File: src/hdl/gpp_pkg.sv
// Shared types and constants for the grid point projector.
// Field widths, configuration register indexes and reset values.
// No dependencies.
package gpp_pkg;

    localparam int COEF_W     = 16;
    localparam int LANES      = 4;
    localparam int CFG_DATA_W = 64;
    localparam int CFG_CNT_W  = 11;
    localparam int CFG_IDX_W  = 2;
    localparam int HEIGHT_W   = 16;
    localparam int PIX_W      = 10;

    typedef enum logic [CFG_IDX_W-1:0] {
        CFG_X_COEF    = 2'd0,
        CFG_Y_COEF    = 2'd1,
        CFG_GRID_COLS = 2'd2,
        CFG_GRID_ROWS = 2'd3
    } cfg_index_t;

    localparam logic [CFG_DATA_W-1:0] X_COEF_RESET = 64'd256;
    localparam logic [CFG_DATA_W-1:0] Y_COEF_RESET = 64'd16777216;
    localparam logic [CFG_CNT_W-1:0]  COUNT_RESET  = 11'd1;

endpackage

File: src/hdl/grid_point_projector.sv
// Grid point projector: walks a height map grid and projects each point to
// screen coordinates through two columns of a camera matrix.
// Depends on gpp_pkg.
//
// Channel  Handshake              Payload
// in       in_valid / in_stall    height, first_of_frame
// out      out_valid / out_stall  pixel_x, pixel_y, visible, frame_end
// cfg      cfg_valid / cfg_ready  cfg_index, cfg_data
//
// One item per cycle sustained while out_stall is low; grid counters and point
// setup feed the input stage registers, then eight parallel multiplies, the
// sums and the screen compare feed the result register.
// Reset returns the counters to zero and the configuration registers to their defaults.
// A stalled result holds the output register; the input stage still takes an
// item while it is empty, and in_stall rises only when both stages are full.
module grid_point_projector
    import gpp_pkg::*;
#(
    parameter int SCREEN_WIDTH       = 1024,
    parameter int SCREEN_HEIGHT      = 768,
    parameter int GRID_MAX           = 1024,
    parameter int COEF_FRACTION_BITS = 8
)
(
    input  logic                        clk,
    input  logic                        rst_n,

    input  logic                        in_valid,
    output logic                        in_stall,
    input  logic signed [HEIGHT_W-1:0]  height,
    input  logic                        first_of_frame,

    output logic                        out_valid,
    input  logic                        out_stall,
    output logic [PIX_W-1:0]            pixel_x,
    output logic [PIX_W-1:0]            pixel_y,
    output logic                        visible,
    output logic                        frame_end,

    input  logic                        cfg_valid,
    output logic                        cfg_ready,
    input  logic [CFG_IDX_W-1:0]        cfg_index,
    input  logic [CFG_DATA_W-1:0]       cfg_data
);

    localparam int IDX_W  = $clog2(GRID_MAX);
    localparam int CNT_W  = $clog2(GRID_MAX + 1);
    localparam int EXT_W  = (CNT_W > CFG_CNT_W) ? CNT_W : CFG_CNT_W;
    localparam int P_W    = CNT_W + 2;
    localparam int PT_W   = (P_W > HEIGHT_W) ? P_W : HEIGHT_W;
    localparam int PROD_W = COEF_W + PT_W;
    localparam int SUM_W  = PROD_W + 2;

    localparam logic signed [SUM_W-1:0] W_LIM =
        SUM_W'(SCREEN_WIDTH * (2 ** COEF_FRACTION_BITS));
    localparam logic signed [SUM_W-1:0] H_LIM =
        SUM_W'(SCREEN_HEIGHT * (2 ** COEF_FRACTION_BITS));

    logic [CFG_DATA_W-1:0]       x_coef_reg;
    logic [CFG_DATA_W-1:0]       y_coef_reg;
    logic [CFG_CNT_W-1:0]        cols_reg;
    logic [CFG_CNT_W-1:0]        rows_reg;

    logic [IDX_W-1:0]            outer_reg, outer_next;
    logic [IDX_W-1:0]            inner_reg, inner_next;

    logic                        s1_valid_reg;
    logic signed [P_W-1:0]       s1_px_reg;
    logic signed [P_W-1:0]       s1_py_reg;
    logic signed [HEIGHT_W-1:0]  s1_h_reg;
    logic                        s1_last_reg;

    logic                        out_valid_reg;
    logic [PIX_W-1:0]            pixel_x_reg;
    logic [PIX_W-1:0]            pixel_y_reg;
    logic                        visible_reg;
    logic                        frame_end_reg;

    logic [CNT_W-1:0]            cols_eff;
    logic [CNT_W-1:0]            rows_eff;
    logic [IDX_W-1:0]            outer_cur;
    logic [IDX_W-1:0]            inner_cur;
    logic                        inner_wrap;
    logic                        outer_wrap;
    logic signed [P_W-1:0]       px;
    logic signed [P_W-1:0]       py;

    logic                        in_accept;
    logic                        out_free;
    logic                        s1_move;

    logic signed [PT_W-1:0]      pt [LANES];
    logic signed [COEF_W-1:0]    cx [LANES];
    logic signed [COEF_W-1:0]    cy [LANES];
    logic signed [PROD_W-1:0]    prod_x [LANES];
    logic signed [PROD_W-1:0]    prod_y [LANES];
    logic signed [SUM_W-1:0]     sum_x;
    logic signed [SUM_W-1:0]     sum_y;
    logic                        vis;

    function automatic logic [CNT_W-1:0] eff_count(input logic [CFG_CNT_W-1:0] v);
        logic [CNT_W-1:0] r;
        if (v == '0)
            r = CNT_W'(1);
        else if (EXT_W'(v) > EXT_W'(GRID_MAX))
            r = CNT_W'(GRID_MAX);
        else
            r = CNT_W'(v);
        return r;
    endfunction

    assign cfg_ready = 1'b1;

    assign out_free  = !out_valid_reg || !out_stall;
    assign s1_move   = s1_valid_reg && out_free;
    assign in_stall  = s1_valid_reg && !out_free;
    assign in_accept = in_valid && !in_stall;

    always_comb
    begin
        cols_eff   = eff_count(cols_reg);
        rows_eff   = eff_count(rows_reg);
        outer_cur  = first_of_frame ? '0 : outer_reg;
        inner_cur  = first_of_frame ? '0 : inner_reg;
        inner_wrap = ((CNT_W + 1)'(inner_cur) + (CNT_W + 1)'(1)) >= (CNT_W + 1)'(rows_eff);
        outer_wrap = ((CNT_W + 1)'(outer_cur) + (CNT_W + 1)'(1)) >= (CNT_W + 1)'(cols_eff);
        px = $signed(P_W'({outer_cur, 1'b0}) - P_W'(cols_eff));
        py = $signed(P_W'({inner_cur, 1'b0}) - P_W'(rows_eff));
        outer_next = outer_reg;
        inner_next = inner_reg;
        if (in_accept)
        begin
            if (inner_wrap)
            begin
                inner_next = '0;
                outer_next = outer_wrap ? '0 : outer_cur + IDX_W'(1);
            end
            else
            begin
                inner_next = inner_cur + IDX_W'(1);
                outer_next = outer_cur;
            end
        end
    end

    always_comb
    begin
        pt[0] = PT_W'(s1_px_reg);
        pt[1] = PT_W'(s1_py_reg);
        pt[2] = PT_W'(s1_h_reg);
        pt[3] = PT_W'(1);
        sum_x = '0;
        sum_y = '0;
        for (int n = 0; n < LANES; n++)
        begin
            cx[n]     = $signed(x_coef_reg[COEF_W*n +: COEF_W]);
            cy[n]     = $signed(y_coef_reg[COEF_W*n +: COEF_W]);
            prod_x[n] = cx[n] * pt[n];
            prod_y[n] = cy[n] * pt[n];
            sum_x     = sum_x + SUM_W'(prod_x[n]);
            sum_y     = sum_y + SUM_W'(prod_y[n]);
        end
        vis = (sum_x > 0) && (sum_x < W_LIM) && (sum_y > 0) && (sum_y < H_LIM);
    end

    always_ff @(posedge clk or negedge rst_n)
    begin
        if (!rst_n)
        begin
            x_coef_reg <= X_COEF_RESET;
            y_coef_reg <= Y_COEF_RESET;
            cols_reg   <= COUNT_RESET;
            rows_reg   <= COUNT_RESET;
        end
        else if (cfg_valid && cfg_ready)
        begin
            unique case (cfg_index_t'(cfg_index))
                CFG_X_COEF:    x_coef_reg <= cfg_data;
                CFG_Y_COEF:    y_coef_reg <= cfg_data;
                CFG_GRID_COLS: cols_reg   <= cfg_data[CFG_CNT_W-1:0];
                CFG_GRID_ROWS: rows_reg   <= cfg_data[CFG_CNT_W-1:0];
                default:       ;
            endcase
        end
    end

    always_ff @(posedge clk or negedge rst_n)
    begin
        if (!rst_n)
        begin
            outer_reg     <= '0;
            inner_reg     <= '0;
            s1_valid_reg  <= 1'b0;
            out_valid_reg <= 1'b0;
        end
        else
        begin
            outer_reg <= outer_next;
            inner_reg <= inner_next;
            if (in_accept)
                s1_valid_reg <= 1'b1;
            else if (s1_move)
                s1_valid_reg <= 1'b0;
            if (s1_move)
                out_valid_reg <= 1'b1;
            else if (!out_stall)
                out_valid_reg <= 1'b0;
        end
    end

    always_ff @(posedge clk)
    begin
        if (in_accept)
        begin
            s1_px_reg   <= px;
            s1_py_reg   <= py;
            s1_h_reg    <= height;
            s1_last_reg <= inner_wrap && outer_wrap;
        end
        if (s1_move)
        begin
            pixel_x_reg   <= vis ? sum_x[COEF_FRACTION_BITS +: PIX_W] : '0;
            pixel_y_reg   <= vis ? sum_y[COEF_FRACTION_BITS +: PIX_W] : '0;
            visible_reg   <= vis;
            frame_end_reg <= s1_last_reg;
        end
    end

    assign out_valid = out_valid_reg;
    assign pixel_x   = pixel_x_reg;
    assign pixel_y   = pixel_y_reg;
    assign visible   = visible_reg;
    assign frame_end = frame_end_reg;

`ifndef SYNTHESIS
    a_hidden_is_zero: assert property (@(posedge clk) disable iff (!rst_n)
        (out_valid && !visible) |-> (pixel_x == '0 && pixel_y == '0))
        else $error("hidden point carries a nonzero position");

    a_stall_when_full: assert property (@(posedge clk) disable iff (!rst_n)
        in_stall |-> (s1_valid_reg && out_valid_reg))
        else $error("input stalled with a free stage");

    a_first_restarts: assert property (@(posedge clk) disable iff (!rst_n)
        (in_accept && first_of_frame && rows_eff > CNT_W'(1))
        |=> (inner_reg == IDX_W'(1) && outer_reg == '0))
        else $error("first item did not restart the grid");
`endif

endmodule
File: config.mk
export PLATFORM = sky130hd
export DESIGN_NAME = grid_point_projector
export DESIGN_NICKNAME = d
export VERILOG_FILES = /design/src/hdl/gpp_pkg.sv /design/src/hdl/grid_point_projector.sv
export SDC_FILE = /design/constraint.sdc
export NUM_CORES = 2
export LEC_CHECK = 0
export CORE_MARGIN = 2
export CORE_UTILIZATION = 62
export DETAILED_ROUTE_END_ITERATION = 6
export DONT_BUFFER_PORTS = 1
export PLACE_DENSITY_LB_ADDON = 0.2
export SYNTH_ARGS = -nofsm -noshare
export SYNTH_HDL_FRONTEND = slang
export SYNTH_SLANG_ARGS = --single-unit
File: constraint.sdc
create_clock -name clk -period 10.1 [get_ports clk]
set_input_delay 0 -clock clk [delete_from_list [all_inputs] [get_ports clk]]
set_output_delay 0 -clock clk [all_outputs]
set_load 0.005 [all_outputs]
==> results_dict.tcl <==
set metrics [dict create \
    clock.fmax_mhz 101 \
    htree_levels 2 \
    die_h_um 321 \
    timing.slew.headroom_pct 25.0 \
    warnings_from_yosys 0 \
    gpl.final_weighted_congestion 0.983 \
    rows 116 \
    grt_overflow 0 \
    viasPerCell 5.70 \
    place_area_um2 64400 \
    critical_path.endpoint_type "register" \
    dp_hpwl_um 159000 \
    route.detailed.drc 0 \
    synth_sequential_area_ratio_pct 9.93 \
    ys_async_sr_fraction_pct 73.2 \
    initial_antenna_violation_count 7 \
    average_wire_length_per_cell_after_detail_routing_um 24.5 \
    timing.final.crit_share_pct 97.8 \
    run_status "finished, final reports clean" \
    synthesis_to_finish_area_growth_pct 6.81 \
    boundaryPins 113 \
    synth_flop_cell "sky130_fd_sc_hd__dfrtp_1" \
    hp-class "input port to register" \
    final_layout_size_suffix_gt1_share_pct 6.58 \
    initial_cell_density_of_the_core_pct 62.4 \
    layout.cell_area.non_filler_um2 66700 \
    start_kind "register" \
    hold-worst-slack_ns 0.0337 \
    clock_slew_seen_by_the_registers_of_the_worst_setup_and_hold_paths_ns 0.07 \
    most_area_consuming_cells_after_synthesis "sky130_fd_sc_hd__fa_1 51%, sky130_fd_sc_hd__inv_1 9.1%, sky130_fd_sc_hd__ha_1 8.1%" \
    fin_setup_tns_ns 0 \
    post_synth_instance_area_um2 62400 \
    crit_path_max_fanout 18 \
    drt_pre_antenna_iters 6 \
    postSynthCellCount 6159 \
    cp.required_ns 10.48 \
    max_cap_violations 0 \
    crit_path_top_delay_cell "sky130_fd_sc_hd__edfxtp_1" \
    post_layout_nonfiller_instances 7519 \
    wirelength_um 184000 \
    route.antenna.remaining_nets 0 \
    worst-slew-pin-transition_ns 1.13 \
    clock_sinks 235 \
    period_needed_ns 9.88 \
    port_buffers 0 \
    crit_type "register to register" \
    die_width_um 321 \
    fin_worst_skew_ns 0.0519 \
    crit_path_frequent_cell "sky130_fd_sc_hd__fa_1" \
    grt_pass1_wl_um 287000 \
    synth_fp_nets 8231 \
    synth_area_leader_cell "sky130_fd_sc_hd__fa_1" \
    syn-mean-instance-area_um2 10.1 \
    timing.critical_path.arrival_ns 10.26 \
    cts_buffers 35 \
    design.core.area_um2 100000 \
    cts_tree "yes" \
    yosys.area.top_type_share_pct 50.7 \
    layout_nets 8265 \
    grtUsageTotal_pct 37.7 \
    dr_total_vias 42900 \
    setup_viol_count_final 0 \
    rsz0062_at_grt "false" \
    cpPeakStageDelay_ns 0.81 \
    yosys.cell_types.count 84 \
    report.final.slew_viol_count 0 \
    clock_path_buffers 3 \
    clk_latency_ns 0.62 \
    hold_violations 0 \
    synth_seq_cells 235 \
    fp.dieArea_um2 103000 \
    placed_cells_incl_taps 7348 \
    synth-edff-count 63 \
    clockRootBuffer "sky130_fd_sc_hd__clkbuf_16" \
    drt_iter0_markers 3976 \
    grt_pass1_vias 46900 \
    largest_net_degree_at_the_start_of_global_routing 173 \
]
==> cell type report <==
type | instances | area [µm²]
antenna | 1 | 2.50
clock buffer | 42 | 912
clock inverter | 22 | 309
fill | 7941 | 33300
inverter | 1521 | 5710
multi-input combinational | 4138 | 49500
sequential | 235 | 6200
tap | 1298 | 1620
timing repair buffer | 262 | 2400
==> worst max-delay path: cells and delay by family, from the launching register on <==
| family | cells | cell delay [ns] |
|---|---|---|
| adders and majority gates | 10 | 4.66 |
| DFF | 1 | 0.81 |
| and+or+nand+nor | 5 | 1.54 |
| buffers and inverters | 6 | 0.61 |
| xor gates and xnor gates | 1 | 0.38 |
| AOI/OAI and AO/OA | 6 | 1.61 |
==> repair_timing <==
| action | CTS | global route |
|---|---|---|
| endpoints found under the setup margin | 0 | 20 |
| hold buffers | 94 | 0 |
| setup buffers | 0 | 12 |
| gates resized for setup | 0 | 3 |
| endpoints found under the hold margin | 391 | 0 |
==> cells in the mapped netlist, types with 8 or more instances <==
| library cell | instances |
|---|---|
| sky130_fd_sc_hd__nand2_1 | 649 |
| sky130_fd_sc_hd__clkbuf_1 | 257 |
| sky130_fd_sc_hd__a22o_1 | 8 |
| sky130_fd_sc_hd__o211ai_1 | 9 |
| sky130_fd_sc_hd__nor2b_1 | 75 |
| sky130_fd_sc_hd__fa_1 | 1580 |
| sky130_fd_sc_hd__edfxtp_1 | 63 |
| sky130_fd_sc_hd__o21a_1 | 16 |
| sky130_fd_sc_hd__xnor2_1 | 58 |
| sky130_fd_sc_hd__nand2b_1 | 33 |
| sky130_fd_sc_hd__a31oi_1 | 17 |
| sky130_fd_sc_hd__nor2_1 | 97 |
| sky130_fd_sc_hd__a211oi_1 | 14 |
| sky130_fd_sc_hd__inv_1 | 1518 |
| sky130_fd_sc_hd__o21bai_1 | 15 |
| sky130_fd_sc_hd__nor3_1 | 17 |
| sky130_fd_sc_hd__nand4_1 | 14 |
| sky130_fd_sc_hd__and2_1 | 638 |
| sky130_fd_sc_hd__xor2_1 | 38 |
| sky130_fd_sc_hd__o21ai_0 | 54 |
| sky130_fd_sc_hd__dfrtp_1 | 168 |
| sky130_fd_sc_hd__a21o_1 | 27 |
| sky130_fd_sc_hd__nand3_1 | 25 |
| sky130_fd_sc_hd__mux2_2 | 152 |
| sky130_fd_sc_hd__a21oi_1 | 75 |
| sky130_fd_sc_hd__ha_1 | 404 |
==> routing by layer <==
metal  vias up  wire length (µm)  GRT usage [%]
li1      18100                 -              -
met1     22500             77400           55.0
met2      1953             81600           57.2
met3       304             19400           9.44
met4         4              5660           9.50
met5         -                21              0
==> worst paths after layout <==
path,depth (start not counted),slack [ns],from,end
worst max-delay path,28,0.22,s1_px_reg[3],pixel_x[0]
worst min-delay path,3,0.03,cfg_index[1],x_coef_reg[49]
worst max register to register,28,0.22,s1_px_reg[3],pixel_x[0]
worst min register to register,1,0.49,s1_valid_reg,out_valid
max in group asynchronous,2,8.97,rst_n,y_coef_reg[50]
min in group asynchronous,2,0.21,rst_n,y_coef_reg[33]
==> metrics by stage <==
stage | setup WS (ns) | utilization, %
after floorplan | 1.52 | -
after global placement | 0.395 | 64.4
after detailed placement | 0.263 | 64.4
after CTS | 0.249 | 66.6
after global routing | 0.00694 | 66.7
final | 0.224 | 66.7
==> cell families (layout without fill, tap and decap cells) <==
kind of cell    count (synthesis)  in the layout  share of synthesized area [%]
compound gates                300            300                           3.26
buf+inv                      1786           1847                           10.8
flops                         235            235                           9.93
fa+ha+maj                    1984           1984                           58.8
mux                           157            157                           2.82
xor+xnor                       96             96                           1.35
other cells                     1              2                        0.00601
simple gates                 1600           1600                           13.1
==> cells in the final DEF (no fill, tap or decap), drive strengths merged, types with 15 or more instances in the layout <==
cell and count:
o21ai 56, dfrtp 168, a211oi 15, edfxtp 63, buf 169, o21bai 15, a21oi 76, nor3 17
nand2 649, a21o 27, dlygate4sd3 93, inv 1523, xor2 38, and2 638, clkbuf 42, o21a 16
nor2 103, nand2b 33, a31oi 17, nand3 25, xnor2 58, nor2b 75, fa 1580, nand4 15
mux2 152, ha 404
Power is left out: the tool's default activity adds up to more than one toggle a clock period on the data nets, which glitch-free logic cannot reach.
